**src/sofbt_pkg.sv**
```systemverilog
// ============================================================================
// sofbt_pkg
// Shared types and constants of the size-ordered free-block table.
// ============================================================================
package sofbt_pkg;

  // Table geometry
  localparam int CAPACITY   = 64;
  localparam int CNT_W      = $clog2(CAPACITY + 1);
  localparam int PFX_LEVELS = (CAPACITY > 1) ? $clog2(CAPACITY) : 1;

  // Field widths of the request and response transactions
  localparam int REQ_W  = 2;
  localparam int KEY_W  = 32;
  localparam int ID_W   = 32;
  localparam int RANK_W = 6;
  localparam int OCC_W  = 7;
  localparam int STS_W  = 2;

  // Request codes
  typedef enum logic [REQ_W-1:0] {
    REQ_INSERT = 2'd0,
    REQ_REMOVE = 2'd1,
    REQ_READ   = 2'd2
  } req_code_t;

  // Response status codes
  typedef enum logic [STS_W-1:0] {
    ST_OK        = 2'd0,
    ST_FULL      = 2'd1,
    ST_NOT_FOUND = 2'd2,
    ST_BAD_RANK  = 2'd3
  } status_t;

  // One table entry
  typedef struct packed {
    logic [KEY_W-1:0] size;
    logic [ID_W-1:0]  id;
  } slot_t;

  // Operation broadcast to every cell of the chain
  typedef struct packed {
    logic             ins;
    logic             rem;
    logic [KEY_W-1:0] key;
    logic [ID_W-1:0]  ident;
  } cell_op_t;

endpackage

```
**src/sofbt_prefix.sv**
```systemverilog
// ============================================================================
// sofbt_prefix
// Parallel prefix OR over the match flags of the chain: bit i is set when
// any cell at or below position i matches.
// ============================================================================
module sofbt_prefix
  import sofbt_pkg::*;
(
  input  logic [CAPACITY-1:0] flags,
  output logic [CAPACITY-1:0] prefix
);

  logic [CAPACITY-1:0] lvl [0:PFX_LEVELS];

  // Double the reach of every bit at each level
  always_comb begin
    lvl[0] = flags;
    for (int k = 0; k < PFX_LEVELS; k++) begin
      lvl[k+1] = lvl[k] | (lvl[k] << (1 << k));
    end
  end

  assign prefix = lvl[PFX_LEVELS];

endmodule

```
**config.mk**
```make
export PLATFORM = sky130hd
export DESIGN_NAME = sofbt_prefix
export DESIGN_NICKNAME = d
export VERILOG_FILES = /design/src/sofbt_pkg.sv /design/src/sofbt_prefix.sv
export SDC_FILE = /design/constraint.sdc
export NUM_CORES = 1
export LEC_CHECK = 0
export BUFFER_PORTS_ARGS = -buffer_cell sky130_fd_sc_hd__buf_2
export CORE_MARGIN = 10
export CORE_UTILIZATION = 31
export DETAILED_ROUTE_END_ITERATION = 10
export GPL_TIMING_DRIVEN = 0
export PLACE_DENSITY = 0.91
export SYNTH_ARGS = -nofsm -noshare
export SYNTH_HDL_FRONTEND = slang
export SYNTH_SLANG_ARGS = --single-unit
```
**constraint.sdc**
```tcl
create_clock -name vclk -period 2.3
set_input_delay 0.115 -clock vclk [all_inputs]
set_output_delay 0.115 -clock vclk [all_outputs]
set_load 0.05 [all_outputs]
```
# Word level (Yosys, flattened, before mapping)
# Index checks and enable logic that the tools add are counted.
[op_classes] addsub=0 multipliers=0 div=0 order_cmp=0 n_eq_ne=0 shifts=0 mux=0 bitwise=6 reduce_logical=0
[ops] op="$or 64x64->64" n=6
[totals] reg_bits=0 latchBits=0 ramBits=0 mem_bits_ro=0 in_bits=64 out_inout_bits=64 elab_cells=6 memories=0

# Logic depth before layout (Yosys ltp)
# Gate-level depths: netlist (run 1).
[depth] word_depth=6 depth_mapped=6 ltp_nobuf=4

# Worst setup path after synthesis (run 1)
# OpenSTA, ideal clock, no wires.
[synth_path] path_type="input -> output" start="input port flags[0]" end="output port prefix[14]" arrival_time_ps=2262 required_time_ps=2185 path_slack_ps=-77 path_stages=4 cell_sequence="nor4_2 nand3_1 or2_2 or3_1"
[synth_via] elab_chain_len=6
[synth_lines] item="from (decl)" line_no="sofbt_prefix.sv:9" source="input logic [CAPACITY-1:0] flags,"
[synth_lines] item="$or 64x64->64 (6 in series)" line_no="sofbt_prefix.sv:19" source="lvl[k+1] = lvl[k] | (lvl[k] << (1 << k));"
[synth_lines] item="to (decl)" line_no="sofbt_prefix.sv:10" source="output logic [CAPACITY-1:0] prefix"
# No other way between the ends.

# Worst setup path after layout (run 1)
[layout_path] start="input port flags[43]" end="output port prefix[57]"
# The elaborated chain is that of the path after synthesis.

==> reports/qor.csv, run 1 <==
metric;value;unit
setup_viol;0;
drt-wirelength-per-cell;16.4;um
net-switching-power;0.0618;mW
synth_fp_nets;189;
report.final.slew_viol_count;0;
met2WireLength;2.58;mm
gp_congestion;0.819;
internal_power;0.0576;mW
critPathTopFamily;simple AND/OR/NAND/NOR gates;
endpoint_kind;output port;
avgSynthCellArea;5.93;sq um
drt_first_pass_iters;4;
route.vias.total;1445;
drv_cap;0;
core_region_area;0.00225;sq mm
regArea;0;sq um
synth.mux.area_fraction;0;%
fin_nets;319;
path_cells;buf_2 -> or4_4 -> or4_4 -> nor3_4 -> nand4b_1 -> buf_2;
hold_viol;0;
synth_xor_area_share;0;%
tns;0;ns
viasPerCell;5.14;
final.period_utilization;92.4;%
cp_num_buf_inv;2;
fin_util;64.0;%
drt_wl_total;4.62;mm
hold_buffers;0;
cp_slowest_cell;or4_4;
final.clkbuf_count;0;
start_util;32.9;%
grt_pass1_wl;6.76;mm
tightest_slew;0.584;ns
crit_required;2.18;ns
drc;0;
die_width;68.9;um
top_layer;met4;
antenna_cells;0;
p_clk_share;0;%
irDropWorstVdd;0.000122;V
arrival;2.01;ns
status;finished clean;
power.density;82.6;mW/mm^2
final_antenna_net_count;0;
drive_gt1_share;57.7;%
grt_util_all_layers;17.5;%
grt.overflow.total;0;
synth_area;741;sq um
yosys.area.top_type;nor2_1;
port_buffers;128;
dp_slack;0.119;ns
first_global_vias;1453;
cp_slowest_stage_delay;0.54;ns
crit_path_start_kind;input port;
grt_max_degree;11;
synth_fa_ha_area_share;0;%
leakagePower;0.530;nW
seq_cell_count;0;
route.met3.wl;425;um
netSwitchingFraction;51.8;%
wl_met1;1.58;mm
period_minus_slack;2.13;ns
crit_type;in2out;
dpl.hpwl;4.14;mm
rows;17;
comb_power_share;100.0;%
die_h;68.9;um
pwr-share-seq;0;%
synth-seq-area-share;0;%
max_freq;470;MHz
synth_top_family_by_area;simple AND/OR/NAND/NOR gates;
yosys.area_share.simple;93.7;%
synth.area.top_cells;nor2_1, nand3_1, nand2_1;
slew_headroom;60.7;%
ios;128;
yosys_warnings;0;
critPathMaxFanout;10;
rsz0062_at_grt;false;
syn-instance-count;125;
areaGrowthSynthToFinish;94.9;%
yosysTopAreaCellShare;9.12;%
synth_cell_types;24;
antenna_found_initial;0;
drtIter0Drc;67;
synth_compound_area_share;0;%
die_area;0.00474;sq mm
holdCritPathClass;in2out;
fin_ws;0.174;ns
[cell usage in the layout, fill, tap and decap left out]
master	n
buf_2	130
nor2_1	18
nand2_1	15
nand3_1	11
or3_1	8
nor4_1	8
nor3_1	7
nand3b_1	7
or2_2	6
or4_1	6
nand4_1	6
inv_1	5
nand2b_1	5
nand4b_1	5
nor4_4	2
clkbuf_4	2
or4_4	2
nor4b_1	2
nand3_2	1
nand4bb_1	1
nor4b_2	1
nor3_4	1
nor3b_1	1
nor2b_1	1
and2_1	1
buf_4	1
[logic make-up (layout without fill, tap and decap cells)]
group	Yosys count	count (layout)
and+or+nand+nor	115	115
buffers and inverters	10	138
[stage by stage]
step | power, mW | instances | cell area, sq um | hold slack, ns
floorplan | 0.0406 | 125 | 746 | 0.397
global placement | 0.112 | 281 | 1420 | 0.647
detailed placement | 0.115 | 281 | 1420 | 0.648
CTS | 0.115 | 281 | 1420 | 0.651
global route | 0.131 | 281 | 1440 | 0.677
finish | 0.119 | 281 | 1440 | 0.658
[per-layer routing]
metal | track usage, % | vias to the layer above
met5 | 0 | -
met4 | 0.493 | 0
met3 | 4.51 | 4
met2 | 35.6 | 57
met1 | 18.1 | 652
li1 | - | 732
[final cells by class]
cell class	count	area, sq um
timing repair buffer	128	641
inverter	5	18.8
fill	234	811
tap	28	35.0
multi-input combinational	115	717
buffer	5	32.5
[repair_timing]
item | 4_1_cts | 5_1_grt
endpoints found under the setup margin | 0 | 25
hold endpoints to repair | 0 | 0
setup buffers | 0 | 0
resized for setup | 0 | 4
[cells in the mapped netlist]
| cell | instances |
|---|---|
| nand4bb_1 | 1 |
| nand3b_1 | 7 |
| nor3_4 | 1 |
| nor3b_1 | 1 |
| nor2_1 | 18 |
| and2_1 | 1 |
| nand2_1 | 15 |
| nor4_1 | 8 |
| or2_2 | 6 |
| nor4b_1 | 2 |
| nor4_2 | 2 |
| nor4b_2 | 1 |
| or3_1 | 8 |
| or4_1 | 6 |
| nor3_1 | 7 |
| nor2b_1 | 1 |
| nand4b_1 | 5 |
| buf_4 | 1 |
| nand4_1 | 6 |
| or4_4 | 2 |
| buf_2 | 4 |
| nand2b_1 | 5 |
| nand3_1 | 12 |
| inv_1 | 5 |
[path summary, 6_finish.rpt]
check / from / endpoint / slack [ns] / cells after the start
setup / recovery: flags[43] / prefix[57] / 0.17 / 6
hold / removal: flags[63] / prefix[63] / 0.66 / 3
[power groups by stage]
stage | sequential [mW] | clock [mW] | combinational (mW)
5_1_grt | 0 | 0 | 0.131
3_3_place_gp | 0 | 0 | 0.112
4_1_cts | 0 | 0 | 0.115
2_1_floorplan | 0 | 0 | 0.0406
6_report | 0 | 0 | 0.119
3_5_place_dp | 0 | 0 | 0.115
Note: power is estimated with default switching activity, not from simulation.
==> run 2, diff against run 1 <==
--- a/config.mk
+++ b/config.mk
@@ -7,10 +7,10 @@
 export LEC_CHECK = 0
 export BUFFER_PORTS_ARGS = -buffer_cell sky130_fd_sc_hd__buf_2
 export CORE_MARGIN = 10
-export CORE_UTILIZATION = 31
+export CORE_UTILIZATION = 26
 export DETAILED_ROUTE_END_ITERATION = 10
 export GPL_TIMING_DRIVEN = 0
-export PLACE_DENSITY = 0.91
+export PLACE_DENSITY = 0.81
 export SYNTH_ARGS = -nofsm -noshare
 export SYNTH_HDL_FRONTEND = slang
 export SYNTH_SLANG_ARGS = --single-unit
==> constraint.sdc (replaced) <==
create_clock -name vclk -period 1.8
set_input_delay 0.09 -clock vclk [all_inputs]
set_output_delay 0.09 -clock vclk [all_outputs]
set_load 0.05 [all_outputs]
==> run 2 against run 1 <==
The run now ends with negative setup slack left. Setup slack got worse by 0.33 ns. Final cell count increased by 4.6%. Die area increased by 13%. Non-clock buffer count increased by 10. Largest cell class is now buffers.
==> reports/qor.csv, run 2 (synthesized netlist as in run 1, its figures left out) <==
metric;value;unit
drc;0;
rsz0062_at_grt;true;
rows;19;
die_h;73.4;um
grt.overflow.total;0;
status;finished with violations;
die_area;0.00538;sq mm
cp_slowest_stage_delay;0.55;ns
period_minus_slack;1.96;ns
power;0.175;mW
drtIter0Drc;80;
power.density;84.5;mW/mm^2
dpl.hpwl;4.19;mm
fin_nets;329;
start_util;27.1;%
dp_slack;-0.384;ns
first_global_vias;1667;
tightest_slew;0.548;ns
arrival;1.87;ns
grt_max_degree;11;
endpoint_kind;output port;
drt_first_pass_iters;4;
final.clkbuf_count;0;
drive_gt1_share;72.2;%
final_common_cell;buf_2;
core_region_area;0.00273;sq mm
report.final.slew_viol_count;0;
die_width;73.4;um
areaGrowthSynthToFinish;179;%
antenna_found_initial;0;
crit_path_start_kind;input port;
leakagePower;0.852;nW
cp_common_cell;buf_6;
port_buffers;128;
slew_headroom;63.2;%
max_freq;511;MHz
mostFrequentLayoutCells;buf_2, buf_6, nor2_1;
final_antenna_net_count;0;
ios;128;
regArea;0;sq um
grt_pass1_wl;7.63;mm
viasPerCell;5.32;
fill_cells;209;
setup_viol;38;
gp_congestion;0.756;
hold_buffers;0;
critPathMaxFanout;6;
crit_required;1.71;ns
path_cells;buf_6 -> or4_4 -> nand4bb_1 -> nor3_2 -> buf_6 -> buf_12 -> nand3b_1 -> buf_2;
antenna_cells;0;
crit_type;in2out;
violations;negative setup slack;
hold_viol;0;
final.period_utilization;109;%
route.vias.total;1565;
drv_cap;0;
drt-wirelength-per-cell;18.8;um
drt_wl_total;5.52;mm
fin_ws;-0.157;ns
irDropWorstVdd;0.000116;V
grt_util_all_layers;16.9;%
seq_cell_count;0;
holdCritPathClass;in2out;
cp_slowest_cell;or4_4;
==> run 2: changes by cell type in the layout (fill, tap and decap cells not counted), moves of 4 or more <==
| cell | before | now |
|---|---|---|
| buf_4 | 1 | 7 |
| buf_2 | 130 | 91 |
| buf_6 | 0 | 34 |
| buf_8 | 0 | 6 |
| nor4_1 | 8 | 4 |
| nand3_2 | 1 | 7 |
| nand2_2 | 0 | 5 |
| nand3_1 | 11 | 3 |
| nand2_1 | 15 | 7 |
==> run 2: worst paths after layout <==
path | cells after the start | to | from | slack, ns
hold / removal | 3 | prefix[63] | flags[63] | 0.52
setup / recovery | 8 | prefix[44] | flags[18] | -0.16
==> run 2: what timing repair did <==
| action | in CTS | in global routing |
|---|---|---|
| setup buffers | 5 | 3 |
| gates cloned | 0 | 2 |
| endpoints found under the setup margin | 38 | 44 |
| pin swaps | 4 | 6 |
| resized for setup | 45 | 86 |
==> run 2: area by class of cell <==
class	instances	area [sq um]	share of cell area (%)
timing repair buffer	138	1020	49.5
multi-input combinational	115	915	44.3
buffer	5	68.8	3.33
tap	31	38.8	1.88
inverter	5	21.3	1.03
==> run 2: power breakdown <==
part           switching [mW]  internal (mW)  total [mW]
Combinational          0.0920         0.0825       0.175
Clock                       0              0           0
Sequential                  0              0           0
Total                  0.0920         0.0825       0.175
==> run 2: stage by stage <==
stage	area (sq um)	TNS, ns	util (%)	hold WS (ns)	cells
finish	2070	-2.80	75.6	0.521	294
global placement	1530	-8.64	55.8	0.594	284
detailed placement	1530	-9.78	55.8	0.596	284
CTS	1750	-1.81	64.2	0.520	289
floorplan	847	-2.82	-	0.347	125
global route	2070	-6.13	75.6	0.551	294
==> run 2: worst max-delay path: cells and delay by family <==
kind | cells | cell delay (ns)
and+or+nand+nor | 4 | 1.10
buffers and inverters | 4 | 0.67
==> run 2: per-layer routing <==
metal | track usage (%) | vias up | wire (um)
met4 | 2.28 | 0 | 89
li1 | - | 753 | -
met2 | 33.7 | 76 | 3050
met3 | 6.86 | 8 | 572
met5 | 0 | - | 0
met1 | 15.8 | 728 | 1800
==> run 3, diff against run 2 <==
--- a/config.mk
+++ b/config.mk
@@ -9,7 +9,6 @@
 export CORE_MARGIN = 10
 export CORE_UTILIZATION = 26
 export DETAILED_ROUTE_END_ITERATION = 10
-export GPL_TIMING_DRIVEN = 0
 export PLACE_DENSITY = 0.81
 export SYNTH_ARGS = -nofsm -noshare
 export SYNTH_HDL_FRONTEND = slang
==> run 3 against run 2 <==
The run still ends with negative setup slack left. Critical endpoint is now prefix[55]. Largest cell class unchanged. Sequential share of layout area did not move. Critical path type unchanged. Wire length fell by 9.7%. Die area stayed put. First-iteration DRC count decreased by 39%. Sequential cell count unchanged.
==> reports/qor.csv, run 3 (synthesized netlist as in run 1, its figures left out) <==
metric;value;unit
status;finished with violations;
violations;negative setup slack;
leakagePower;0.782;nW
crit_path_start_kind;input port;
arrival;1.86;ns
pwr-share-seq;0;%
placed_area;0.00166;sq mm
report.final.slew_viol_count;0;
period_minus_slack;1.95;ns
cp_slowest_cell;or4_4;
drive_gt1_share;69.4;%
comb_power_share;100.0;%
fill_cells;232;
hold_buffers;0;
drtIter0Drc;49;
core_region_area;0.00273;sq mm
dp_slack;-0.206;ns
endpoint;prefix[55];
grt_util_all_layers;16.7;%
internal_power;0.0903;mW
net-switching-power;0.0906;mW
fin_nets;337;
cp_num_buf_inv;3;
first_global_vias;1711;
die_area;0.00538;sq mm
rsz0062_at_grt;true;
final_antenna_net_count;0;
grt_pass1_wl;7.61;mm
crit_required;1.71;ns
gp_congestion;0.783;
holdCritPathClass;in2out;
max_freq;514;MHz
crit_type;in2out;
power.density;92.4;mW/mm^2
p_clk_share;0;%
start_util;27.1;%
grt.overflow.total;0;
hold_viol;0;
crit_cells;7;
stdcell_area;0.00196;sq mm
mostFrequentLayoutCells;buf_2, buf_4, buf_6;
final_common_cell;buf_2;
dpl.hpwl;4.06;mm
final.clkbuf_count;0;
viasPerCell;5.23;
irDropWorstVdd;0.000143;V
ios;128;
regArea;0;sq um
grt_max_degree;18;
final.period_utilization;108;%
slew_headroom;72.8;%
drt_first_pass_iters;4;
critPathMaxFanout;10;
cp_slowest_stage_delay;0.53;ns
fin_util;71.6;%
port_buffers;128;
min_from;flags[0];
drt_wl_total;4.98;mm
die_width;73.4;um
critPathTopFamily;simple AND/OR/NAND/NOR gates;
die_h;73.4;um
fin_ws;-0.145;ns
route.vias.total;1579;
rows;19;
endpoint_kind;output port;
seq_cell_count;0;
path_cells;buf_6 -> or4_4 -> or4_4 -> nor3_4 -> buf_12 -> nand4_1 -> buf_6;
power;0.181;mW
tightest_slew;0.405;ns
cp-startpoint;flags[43];
netSwitchingFraction;50.1;%
drc;0;
setup_viol;15;
areaGrowthSynthToFinish;164;%
antenna_cells;0;
drv_cap;0;
drt-wirelength-per-cell;16.5;um
antenna_found_initial;1;
## run 3: cell types whose count changed in the layout (fill, tap and decap cells not counted), sizes merged
cell    before  now
buf        141  150
clkbuf       2    1
## run 3: layout make-up
type / count / area [sq um] / share of cell area [%]
Inverter: 5 / 18.8 / 0.958
Tap cell: 31 / 38.8 / 1.98
Multi-Input combinational cell: 115 / 870 / 44.4
Timing Repair Buffer: 151 / 1030 / 52.7
## run 3: worst min-delay path by stage
stage               slack (ns)  cells after the start        end
floorplan                 0.35                      1  prefix[0]
global placement          0.52                      2  prefix[0]
detailed placement        0.52                      2  prefix[0]
CTS                       0.52                      2  prefix[0]
global route              0.53                      2  prefix[0]
finish                    0.52                      2  prefix[0]
## run 3: metrics by stage
step           cells  TNS [ns]  hold slack [ns]
3_5_place_dp     296     -2.55            0.518
2_1_floorplan    125     -2.82            0.347
4_1_cts          298     -1.65            0.518
5_1_grt          302     -2.26            0.527
6_report         302     -1.59            0.516
3_3_place_gp     296     -2.71            0.517
## run 3: what timing repair did
item	in CTS	in global routing
gates resized for setup	46	18
pin swaps	5	3
cloned	1	1
setup endpoints to repair	23	40
setup buffers	1	3
## run 3: metal layers
metal | wire length, um | vias to the layer above | GRT usage (%)
met5 | 0 | - | 0
met4 | 95 | 0 | 2.48
met3 | 639 | 8 | 7.94
met2 | 2660 | 76 | 32.2
met1 | 1590 | 729 | 15.7
li1 | - | 766 | -
## run 3: power by group through the flow
stage	sequential [mW]	clock [mW]	combinational [mW]
after floorplan	0	0	0.0560
after global placement	0	0	0.163
after detailed placement	0	0	0.169
after CTS	0	0	0.175
after global routing	0	0	0.199
final	0	0	0.181
