[src/sofbt_pkg.sv]
// ============================================================================
// sofbt_pkg
// Shared types and constants of the size-ordered free-block table.
// ============================================================================
package sofbt_pkg;

  // Table geometry
  localparam int CAPACITY   = 64;
  localparam int CNT_W      = $clog2(CAPACITY + 1);
  localparam int PFX_LEVELS = (CAPACITY > 1) ? $clog2(CAPACITY) : 1;

  // Field widths of the request and response transactions
  localparam int REQ_W  = 2;
  localparam int KEY_W  = 32;
  localparam int ID_W   = 32;
  localparam int RANK_W = 6;
  localparam int OCC_W  = 7;
  localparam int STS_W  = 2;

  // Request codes
  typedef enum logic [REQ_W-1:0] {
    REQ_INSERT = 2'd0,
    REQ_REMOVE = 2'd1,
    REQ_READ   = 2'd2
  } req_code_t;

  // Response status codes
  typedef enum logic [STS_W-1:0] {
    ST_OK        = 2'd0,
    ST_FULL      = 2'd1,
    ST_NOT_FOUND = 2'd2,
    ST_BAD_RANK  = 2'd3
  } status_t;

  // One table entry
  typedef struct packed {
    logic [KEY_W-1:0] size;
    logic [ID_W-1:0]  id;
  } slot_t;

  // Operation broadcast to every cell of the chain
  typedef struct packed {
    logic             ins;
    logic             rem;
    logic [KEY_W-1:0] key;
    logic [ID_W-1:0]  ident;
  } cell_op_t;

endpackage

[src/sofbt_cell.sv]
// ============================================================================
// sofbt_cell
// One slot of the ordered chain: holds an entry, compares it with the
// broadcast key and takes a neighbor's entry when the table shifts.
// ============================================================================
module sofbt_cell
  import sofbt_pkg::*;
(
  input  logic     clk,
  input  cell_op_t op,
  input  logic     here_valid,
  input  logic     left_lt,
  input  logic     shift,
  input  slot_t    left_slot,
  input  slot_t    right_slot,
  output slot_t    slot,
  output logic     lt,
  output logic     match
);

  slot_t slot_next;

  // Compare the held entry with the broadcast request
  assign lt    = here_valid && (slot.size < op.key);
  assign match = here_valid && (slot.size == op.key) && (slot.id == op.ident);

  // Keep, load the new entry, or take a neighbor's entry
  always_comb begin
    slot_next = slot;
    if (op.ins) begin
      if (!lt) begin
        if (left_lt) begin
          slot_next.size = op.key;
          slot_next.id   = op.ident;
        end else begin
          slot_next = left_slot;
        end
      end
    end else if (op.rem && shift) begin
      slot_next = right_slot;
    end
  end

  always_ff @(posedge clk) begin
    slot <= slot_next;
  end

endmodule

[config.mk]
export PLATFORM = sky130hd
export DESIGN_NAME = sofbt_cell
export DESIGN_NICKNAME = d
export VERILOG_FILES = /design/src/sofbt_pkg.sv /design/src/sofbt_cell.sv
export SDC_FILE = /design/constraint.sdc
export NUM_CORES = 1
export LEC_CHECK = 0
export ABC_AREA = 0
export BUFFER_PORTS_ARGS = -buffer_cell sky130_fd_sc_hd__buf_2
export CORE_ASPECT_RATIO = 0.6
export CORE_MARGIN = 2
export CORE_UTILIZATION = 48
export CTS_CLUSTER_SIZE = 12
export DETAILED_ROUTE_END_ITERATION = 8
export PLACE_DENSITY = 0.88
export SYNTH_ARGS = -nofsm -noshare
export SYNTH_HDL_FRONTEND = slang
export SYNTH_SLANG_ARGS = --single-unit
[constraint.sdc]
create_clock -name clk -period 5.4 [get_ports clk]
set_input_delay 0.54 -clock clk [delete_from_list [all_inputs] [get_ports clk]]
set_output_delay 0.54 -clock clk [all_outputs]
set_load 0.05 [all_outputs]
# After elaboration in Yosys (flattened, before gate mapping)
# Index checks and enable logic that the tools add are counted.
dict set report op_classes {
  n_shift 0
  div 0
  mul 0
  bitwise_logic 0
  reduce_logical 6
  order_cmp 1
  mux 4
  n_addsub 0
  n_eq_ne 3
}
# op n
set op_table {}
lappend op_table {{$mux W64} 4}
lappend op_table {{$eq A32 B32 Y1} 2}
lappend op_table {{$lt A32 B32 Y1} 1}
lappend op_table {{$logic_and A1 B1 Y1} 4}
lappend op_table {{$ne A2 B2 Y1 const B} 1}
lappend op_table {{$reduce_and A2 Y1} 1}
lappend op_table {{$reduce_bool A2 Y1} 1}
dict set report word_totals {
  romBits 0
  input_bits 198
  mem_count 0
  regBits 64
  ram_bits 0
  latchBits 0
  output_inout_bits 66
}

# Depth between registers and ports, before layout
# Gate-level depths: netlist (run 1).
dict set report logic_depth {
  word_depth 4
  depth_mapped 7
}

# Least setup slack after synthesis (run 1)
# Ideal clock, no wire load.
dict set report synth_timing {
  kind {reg-to-reg}
  start {register slot[46] (netlist name)}
  end {register slot[0] (netlist name) (enable)}
  path_slack_ns 1.475
  stages_incl_launch_ff 7
  required_ns 4.966
  arrival_ns 3.491
  period_less_slack_ns 3.925
  path_buffers 0
  setup_time_ns 0.434
  path_cell_list {edfxtp_1 > ha_1 > nand4_1 > nor4_1 > a21boi_0 > o31a_1 > o41a_1}
}
dict set report synth_between {
  elab_chain_cells 4
}
# element line_no
set synth_lines {}
lappend synth_lines {{from (decl)} sofbt_cell.sv:16} ;# output slot_t slot,
lappend synth_lines {{from (signal assigned)} sofbt_cell.sv:45} ;# slot <= slot_next;
lappend synth_lines {{$lt A32 B32 Y1} sofbt_cell.sv:24} ;# assign lt = here_valid && (slot.size < op.key);
lappend synth_lines {{$logic_and A1 B1 Y1} sofbt_cell.sv:24}
lappend synth_lines {{$ne A2 B2 Y1 (no source line)} n/a}
lappend synth_lines {{$reduce_and A2 Y1 (no source line)} n/a}
# Every way passes these cells.
# A chain may end at the register's enable or synchronous reset.

# Final worst setup path (run 1)
dict set report layout_timing {
  start {register slot[62] (netlist name)}
  end {register slot[22] (netlist name) (enable)}
}
# The elaborated chain is that of the path after synthesis.

==> impl_metrics.env, run 1 <==
export IMPL_status="finished clean"
export IMPL_post_cts_buffers=0
export IMPL_dieHeight_um=78.05
export IMPL_synth_top_area_share_pct=43.81
export IMPL_ys_types=29
export IMPL_hold_buffers=0
export IMPL_crit_required_ns=5.38
export IMPL_worstSkewPairLatency_ns=0.32
export IMPL_setup_viol=0
export IMPL_grt_first_pass_wirelength_um=19760
export IMPL_synth_area_um2=4387
export IMPL_setup_tns_ns=0
export IMPL_hold_violations=0
export IMPL_wire_per_inst_um=15.78
export IMPL_place_hpwl_um=10370
export IMPL_cts_tree="built"
export IMPL_yosysSeqAreaShare_pct=43.81
export IMPL_synthMostInstantiatedCell="a21oi_1"
export IMPL_root_buffer="clkbuf_16"
export IMPL_start_util_pct=50.50
export IMPL_gp_congestion=0.8735
export IMPL_syn_num_nets=668
export IMPL_die_w_um=127.4
export IMPL_tightest_slew_ns=1.079
export IMPL_cp_end_kind="register"
export IMPL_max_cap_violations=0
export IMPL_period_minus_slack_ns=3.345
export IMPL_overflow=0
export IMPL_synthTopCellsByArea="edfxtp_1 44%, mux2i_1 15%, ha_1 9.1%"
export IMPL_largest_reg_flops=64
export IMPL_syn_inst=438
export IMPL_antenna_found_initial=0
export IMPL_cts_inserted_buffers=9
export IMPL_grt_pass1_vias=4187
export IMPL_ys_ff_latch=64
export IMPL_cts_resized=0
export IMPL_viasPerCell=5.210
export IMPL_drtAntennaViolNets=0
export IMPL_yosysWarnings=0
export IMPL_drtIter0Drc=181
export IMPL_fmax_mhz=299.0
export IMPL_synth_edf_count=64
export IMPL_worstPathArrival_ns=3.32
export IMPL_crit_type="reg -> reg"
export IMPL_num_vias=4220
export IMPL_start_kind="register"
export IMPL_nets=923
export IMPL_antennaDiodeCount=0
export IMPL_vdd_drop_max_uv=187.0
export IMPL_holdWs_ns=0.5349
export IMPL_slew_violations=0
export IMPL_synth_ff_type="edfxtp_1"
export IMPL_period_share_pct=61.94
export IMPL_p_leak_nw=3.012
export IMPL_drive_above_1_share_pct=39.97
export IMPL_clk_pin_slew_ns=0.05
export IMPL_fp_coreArea_um2=8686
export IMPL_max_slew_margin_pct=28.06
export IMPL_row_count=26
export IMPL_dr_pass1_iters=4
export IMPL_die_area_um2=9945
export IMPL_grt_max_degree=89
export IMPL_track_usage_pct=25.47
export IMPL_cts_num_sinks=64
export IMPL_fin_skew_ns=0.006474
export IMPL_largest_register="slot"
export IMPL_synth_common_cells="74 x a21oi_1, 67 x nor2_1, 64 x edfxtp_1, 64 x mux2i_1, 33 x inv_1"
export IMPL_power_density_nw_per_um2=283.5
export IMPL_h_tree_depth=3
export IMPL_portBuffers=263
export IMPL_avgSynthCellArea_um2=10.02
export IMPL_syn2layout_area_growth_pct=38.11
export IMPL_wl_um=12780
export IMPL_hold_path_class="in -> reg"
export IMPL_drc=0
export IMPL_ioPinCount=264
export IMPL_rsz0062_at_grt="false"
export IMPL_cp_max_fo=33
export IMPL_reg_top3="slot: 64 flops"
export IMPL_synth_top_cell_by_area="edfxtp_1"
export IMPL_synthArstFlopShare_pct=0
export IMPL_clk_path_buf_depth=2
[cell type report]
class,instances,area (µm²)
Sequential cell,64,1922
Clock inverter,5,47.55
Clock buffer,11,232.7
Inverter,33,123.9
Tap cell,112,140.1
Multi-Input combinational cell,320,2256
Timing Repair Buffer,265,1336
Fill cell,652,2628
[worst max-delay path, cell delays in order (launching register included)]
cell and delay, ns:
edfxtp_1 0.40, ha_1 0.34, nand4_1 0.17, nor4_1 0.45, and4_1 0.30, o31a_1 0.18
o41a_2 0.64, buf_4 0.50
[path summary, 6_finish.rpt]
check                start       end  slack, ns  depth (start not counted)
max               slot[62]  slot[22]       2.06                          7
min          right_slot[1]   slot[1]       0.53                          3
max reg2reg       slot[62]  slot[22]       2.06                          7
min reg2reg       slot[63]  slot[46]       1.51                          3
[logic make-up after synthesis]
logic type	share of synthesized area (%)
muxes	14.60
DFF	43.81
buffers and inverters	4.792
xor gates and xnor gates	6.389
AOI/OAI and AO/OA	10.81
adders and majority gates	9.127
and+or+nand+nor	10.47
[report_power, final]
| group | internal [mW] | switching (mW) | leakage (nW) |
|---|---|---|---|
| registers | 0.614 | 0.0306 | 0.619 |
| clock network | 0.352 | 0.193 | 0.138 |
| logic | 0.178 | 0.350 | 2.25 |
| total | 1.14 | 0.573 | 3.01 |
[per-layer routing]
layer | vias up | wire length, µm | GRT usage (%)
met1 | 1911 | 5078 | 29.94
met5 | - | 0 | 0
met2 | 187 | 6453 | 46.15
met3 | 25 | 984 | 5.930
met4 | 0 | 263 | 8.571
li1 | 2097 | - | -
[placed cells by master (no fill, tap or decap), types with 12 or more instances in the layout]
cell	count
edfxtp_1	64
mux2i_1	64
ha_1	32
nor2_1	67
a21oi_1	74
xnor2_1	20
inv_1	33
buf_2	261
xor2_1	12
[metrics by stage]
step / worst slack [ns] / instance area (µm²) / util, % / cells / power, mW
6_report: 2.055 / 6058 / 69.75 / 810 / 1.718
5_1_grt: 1.727 / 6058 / 69.75 / 810 / 1.796
4_1_cts: 2.016 / 6058 / 69.75 / 810 / 1.728
3_5_place_dp: 1.769 / 5778 / 66.52 / 794 / 1.182
3_3_place_gp: 1.936 / 5778 / 66.52 / 794 / 1.167
2_1_floorplan: 1.475 / 4387 / - / 438 / 0.9978
(Power assumes the default switching activity.)
==> inputs of run 2 (changes only) <==
- ABC_AREA: 0 -> 1
- CORE_UTILIZATION: 48 -> 40
- PLACE_DENSITY: 0.88 -> 0.77
- clock period: 5.4 -> 3 ns (I/O delays scaled with it)
==> impl_metrics.env, run 2 <==
export IMPL_synthTopCellsByArea="edfxtp_1 42%, nand2_1 9.0%, ha_1 8.8%"
export IMPL_viasPerCell=4.887
export IMPL_largest_reg_flops=64
export IMPL_row_count=30
export IMPL_place_hpwl_um=11270
export IMPL_cts_inserted_buffers=9
export IMPL_num_vias=4775
export IMPL_h_tree_depth=3
export IMPL_max_slew_margin_pct=22.60
export IMPL_clk_pin_slew_ns=0.05
export IMPL_crit_cells=8
export IMPL_synth_xor_area_share_pct=2.705
export IMPL_clk_path_buf_depth=2
export IMPL_portBuffers=263
export IMPL_place_ws_ns=0.6807
export IMPL_worstSkewPairLatency_ns=0.32
export IMPL_fin_skew_ns=0.006579
export IMPL_synth_mux_area_share_pct=0
export IMPL_setup_viol=0
export IMPL_root_buffer="clkbuf_16"
export IMPL_r2r_slack_ns=0.72
export IMPL_whs_path_depth=3
export IMPL_yosysSeqAreaShare_pct=42.40
export IMPL_grt_max_degree=65
export IMPL_startpoint="slot[47]"
export IMPL_synth_area_um2=4533
export IMPL_cpMaxStageDelayCell="edfxtp_1"
export IMPL_status="finished clean"
export IMPL_syn_num_nets=806
export IMPL_clockPowerShare_pct=31.4
export IMPL_hold_violations=0
export IMPL_period_share_pct=81.73
export IMPL_wl_um=14360
export IMPL_setup_tns_ns=0
export IMPL_routed_top_layer="met4"
export IMPL_critPathMostFrequentCell="nand3_1"
export IMPL_path_buf_inv=1
export IMPL_synth_top_family_by_area="simple AND/OR/NAND/NOR gates"
export IMPL_start_kind="register"
export IMPL_combPwrFrac_pct=31.3
export IMPL_drtIter0Drc=218
export IMPL_num_fill_cells=1029
export IMPL_p_leak_nw=3.076
export IMPL_cts_resized=0
export IMPL_final_cell_mix="263 x buf_2, 108 x nand2_1, 84 x nor2_1"
export IMPL_hold_buffers=0
export IMPL_dieHeight_um=86.46
export IMPL_synth_top_area_share_pct=42.40
export IMPL_drc=0
export IMPL_worstSetupEndpoint="match"
export IMPL_synthAdderAreaFrac_pct=8.832
export IMPL_nets=1058
export IMPL_synthMostInstantiatedCell="nand2_1"
export IMPL_reg2reg_depth=10
export IMPL_slew_violations=0
export IMPL_tightest_slew_ns=1.161
export IMPL_grt_pass1_vias=4486
export IMPL_crit_type="reg -> out"
export IMPL_synthArstFlopShare_pct=0
export IMPL_p_switching_mw=1.068
export IMPL_wire_per_inst_um=14.70
export IMPL_synth_compound_area_share_pct=18.74
export IMPL_cts_num_sinks=64
export IMPL_power_density_nw_per_um2=498.2
export IMPL_max_stage_delay_ns=0.40
export IMPL_synth_common_cells="109 x nand2_1, 84 x nor2_1, 71 x o21ai_0"
export IMPL_period_minus_slack_ns=2.452
export IMPL_dr_wl_met2_um=6642
export IMPL_wl_met3_um=1086
export IMPL_critPathTopFamily="simple AND/OR/NAND/NOR gates"
export IMPL_crit_required_ns=2.70
export IMPL_synth_ff_type="edfxtp_1"
export IMPL_syn2layout_area_growth_pct=37.59
export IMPL_gp_congestion=0.8668
export IMPL_track_usage_pct=23.05
export IMPL_start_util_pct=40.53
export IMPL_synth_edf_count=64
export IMPL_ioPinCount=264
export IMPL_layout_commonest_cell="buf_2"
export IMPL_overflow=0
export IMPL_max_cap_violations=0
export IMPL_rsz0062_at_grt="false"
export IMPL_drive_above_1_share_pct=35.70
export IMPL_drt_met1_wl_um=6482
export IMPL_cp_max_fo=3
export IMPL_p_int_mw=2.039
export IMPL_crit_reg2reg_capture="slot[4]"
export IMPL_post_cts_buffers=0
export IMPL_fmax_mhz=407.9
export IMPL_die_w_um=141.4
export IMPL_yosysWarnings=0
export IMPL_drtAntennaViolNets=0
export IMPL_cts_tree="built"
export IMPL_ys_types=31
export IMPL_syn_inst=576
export IMPL_finalWorstSetupSlack_ns=0.5481
export IMPL_grt_first_pass_wirelength_um=22010
export IMPL_synth_top_cell_by_area="edfxtp_1"
export IMPL_cp_end_kind="output port"
export IMPL_largest_register="slot"
export IMPL_worstPathArrival_ns=2.15
export IMPL_swShare_pct=34.38
export IMPL_p_seq_share_pct=37.3
export IMPL_reg_top3="slot: 64 flops"
export IMPL_die_area_um2=12230
export IMPL_ys_ff_latch=64
export IMPL_avgSynthCellArea_um2=7.870
export IMPL_antenna_found_initial=1
export IMPL_fp_coreArea_um2=11190
export IMPL_r2r_start="slot[47]"
export IMPL_vdd_drop_max_uv=229.0
export IMPL_yosys_area_share_simple_pct=19.60
export IMPL_hold_path_class="in -> reg"
export IMPL_crit_chain="ha_1, nand2_1, nor3_2, nand3_1, nor2b_2, nand3_1, nor2_2, buf_2"
export IMPL_dr_pass1_iters=5
run 2: routing by layer:
| layer | vias up | track usage, % |
|---|---|---|
| met3 | 10 | 6.575 |
| li1 | 2443 | - |
| met4 | 0 | 5.545 |
| met2 | 192 | 38.83 |
| met5 | - | 0 |
| met1 | 2130 | 29.70 |
run 2: worst min-delay path by stage:
stage                              start       end  slack, ns
final                     right_slot[26]  slot[26]       0.27
after global routing      right_slot[13]  slot[13]       0.27
after CTS                 right_slot[16]  slot[16]       0.25
after detailed placement  right_slot[16]  slot[16]       0.59
after global placement    right_slot[29]  slot[29]       0.59
after floorplan            right_slot[0]   slot[0]       0.49
run 2: power by group through the flow:
stage | Sequential (mW) | Combinational [mW] | Clock [mW]
floorplan | 1.47 | 0.344 | 0
global placement | 1.17 | 0.965 | 0
detailed placement | 1.17 | 0.976 | 0
CTS | 1.16 | 0.979 | 1.00
global route | 1.17 | 1.06 | 1.04
finish | 1.16 | 0.973 | 0.976
run 2: cell families after synthesis:
family                   Yosys count
adder cells (fa/ha/maj)           32
flip-flops                        64
XOR/XNOR                          14
buffers and inverters             86
AO/OA/AOI/OAI                    163
AND/OR/NAND/NOR                  217
run 2: through the flow:
stage          util, %  hold slack [ns]  power, mW  cell area, µm²  cells
2_1_floorplan        -           0.4912      1.815            4536    576
3_3_place_gp     53.27           0.5862      2.136            5958    961
3_5_place_dp     53.27           0.5904      2.151            5958    961
4_1_cts          55.74           0.2495      3.137            6235    976
5_1_grt          55.76           0.2661      3.265            6237    977
6_report         55.76           0.2657      3.107            6237    977
run 2: worst register-to-register path, cell delays in order (launching register included):
cell      delay (ns)
edfxtp_1        0.40
ha_1            0.31
nand2_1         0.09
nor3_2          0.27
nand2_1         0.08
nand2_1         0.07
nand2_1         0.05
nand2_1         0.07
nand2_1         0.08
nand2_4         0.24
buf_4           0.30
run 2: layout make-up:
cell class | instances | area, µm² | share of cell area [%]
Timing Repair Buffer | 268 | 1366 | 21.91
Sequential cell | 64 | 1922 | 30.81
Tap cell | 144 | 180.2 | 2.889
Antenna cell | 1 | 2.502 | 0.04012
Clock inverter | 6 | 51.30 | 0.8225
Multi-Input combinational cell | 426 | 2268 | 36.37
Inverter | 59 | 221.5 | 3.551
Clock buffer | 9 | 225.2 | 3.611
==> inputs of run 3 (changes only) <==
- ABC_AREA: 1 -> 0
- PLACE_DENSITY: 0.77 -> 0.78
- clock period: 3 -> 2 ns (I/O delays scaled with it)
==> impl_metrics.env, run 3 (synthesized netlist as in run 1, its figures left out) <==
export IMPL_finalPower_mw=4.944
export IMPL_grt_first_pass_wirelength_um=21290
export IMPL_worstPathArrival_ns=2.69
export IMPL_row_count=29
export IMPL_finalWorstSetupSlack_ns=-0.6749
export IMPL_start_util_pct=41.26
export IMPL_period_minus_slack_ns=2.675
export IMPL_vdd_drop_max_uv=431.6
export IMPL_track_usage_pct=22.61
export IMPL_drc=0
export IMPL_cpMaxStageDelayCell="edfxtp_1"
export IMPL_path_buf_inv=3
export IMPL_finish_utilization_pct=62.61
export IMPL_h_tree_depth=3
export IMPL_reg_top3="slot: 64 flops"
export IMPL_holdWs_ns=0.2045
export IMPL_post_place_cells=861
export IMPL_drive_above_1_share_pct=44.74
export IMPL_slew_violations=0
export IMPL_max_cap_violations=0
export IMPL_fmax_mhz=373.8
export IMPL_critPathTopFamily="simple AND/OR/NAND/NOR gates"
export IMPL_root_buffer="clkbuf_16"
export IMPL_wire_per_inst_um=15.36
export IMPL_crit_required_ns=2.02
export IMPL_wl_um=13530
export IMPL_fp_coreArea_um2=10630
export IMPL_ioPinCount=264
export IMPL_crit_chain="ha_4, nand4_1, nor4_2, buf_4, and4_4, o31a_1, buf_4, o41a_4, buf_12"
export IMPL_syn2layout_area_growth_pct=51.74
export IMPL_cp_max_fo=18
export IMPL_overflow=0
export IMPL_power_density_nw_per_um2=742.7
export IMPL_cts_inserted_buffers=9
export IMPL_place_ws_ns=-0.6204
export IMPL_rsz0062_at_grt="true"
export IMPL_cp_end_kind="register"
export IMPL_crit_type="reg -> reg"
export IMPL_gr_usage_met2_pct=42.90
export IMPL_period_share_pct=133.7
export IMPL_fin_skew_ns=0.007531
export IMPL_max_stage_delay_ns=0.44
export IMPL_hold_violations=0
export IMPL_p_leak_nw=3.290
export IMPL_drtIter0Drc=174
export IMPL_grt_pass1_vias=4651
export IMPL_violations="setup timing"
export IMPL_stdcell_count=881
export IMPL_portBuffers=263
export IMPL_place_hpwl_um=10990
export IMPL_clk_path_buf_depth=2
export IMPL_nets=967
export IMPL_dr_pass1_iters=4
export IMPL_gp_congestion=0.9078
export IMPL_drtAntennaViolNets=0
export IMPL_largest_register="slot"
export IMPL_grt_max_degree=129
export IMPL_busiest_layer="met2"
export IMPL_final_cell_mix="259 x buf_2, 73 x a21oi_1, 66 x nor2_1"
export IMPL_num_vias=4361
export IMPL_worstSkewPairLatency_ns=0.32
export IMPL_dieHeight_um=85.12
export IMPL_layout_commonest_cell="buf_2"
export IMPL_setup_viol=66
export IMPL_status="complete, but fails checks"
export IMPL_clk_pin_slew_ns=0.05
export IMPL_start_kind="register"
export IMPL_die_w_um=139.2
export IMPL_grt_use_met1_pct=26.28
export IMPL_antennaDiodeCount=0
export IMPL_cts_tree="built"
export IMPL_tightest_slew_ns=0.7001
export IMPL_hold_path_class="in -> reg"
export IMPL_cts_num_sinks=64
export IMPL_viasPerCell=4.950
export IMPL_num_fill_cells=890
export IMPL_largest_reg_flops=64
export IMPL_antenna_found_initial=0
export IMPL_critPathMostFrequentCell="buf_4"
export IMPL_grtUsageMet3_pct=5.643
export IMPL_die_area_um2=11850
export IMPL_max_slew_margin_pct=52.90
-- run 3: per-layer routing --
metal / vias to the layer above / wire, µm
met1: 2000 / 5516
met3: 14 / 918
li1: 2177 / -
met5: - / 0
met2: 170 / 6990
met4: 0 / 104
-- run 3: final timing paths --
path / cells after the start / to / slack, ns / start
worst min register to register: 4 / slot[54] / 1.21 / slot[63]
worst min-delay path: 3 / slot[0] / 0.20 / right_slot[0]
worst max-delay path: 9 / slot[35] / -0.67 / slot[59]
worst max register to register: 9 / slot[35] / -0.67 / slot[59]
-- run 3: layout make-up --
type / count / area [µm²] / area share, %
flip-flops and latches: 64 / 1922 / 28.87
clock inverters: 4 / 68.82 / 1.034
well taps: 139 / 173.9 / 2.613
inverters: 33 / 123.9 / 1.861
repair buffers: 309 / 1792 / 26.92
clock buffers: 12 / 236.5 / 3.553
multi-input cells: 320 / 2340 / 35.15
-- run 3: worst reg2reg max path: stages, from the launching register on --
cell,delay (ns)
edfxtp_1,0.44
ha_4,0.30
nand4_1,0.16
nor4_2,0.36
buf_4,0.17
and4_4,0.20
o31a_1,0.19
buf_4,0.13
o41a_4,0.23
buf_12,0.19
-- run 3: where the power goes --
group	switching (mW)	leakage, nW	internal, mW
registers	0.0848	0.619	1.66
clock network	0.526	0.148	1.09
logic	0.976	2.52	0.616
-- run 3: through the flow --
stage | setup TNS (ns) | instance area, µm²
finish | -42.99 | 6656
global route | -46.86 | 6656
CTS | -42.71 | 6628
detailed placement | -39.67 | 6259
global placement | -32.28 | 6259
floorplan | -46.24 | 4459
-- run 3: repair_timing --
item,4_1_cts,5_1_grt
resized for setup,7,1
endpoints found under the setup margin,66,66
pin swaps,2,1
buffers inserted,2,0
hold buffers,0,0
gates cloned,1,1
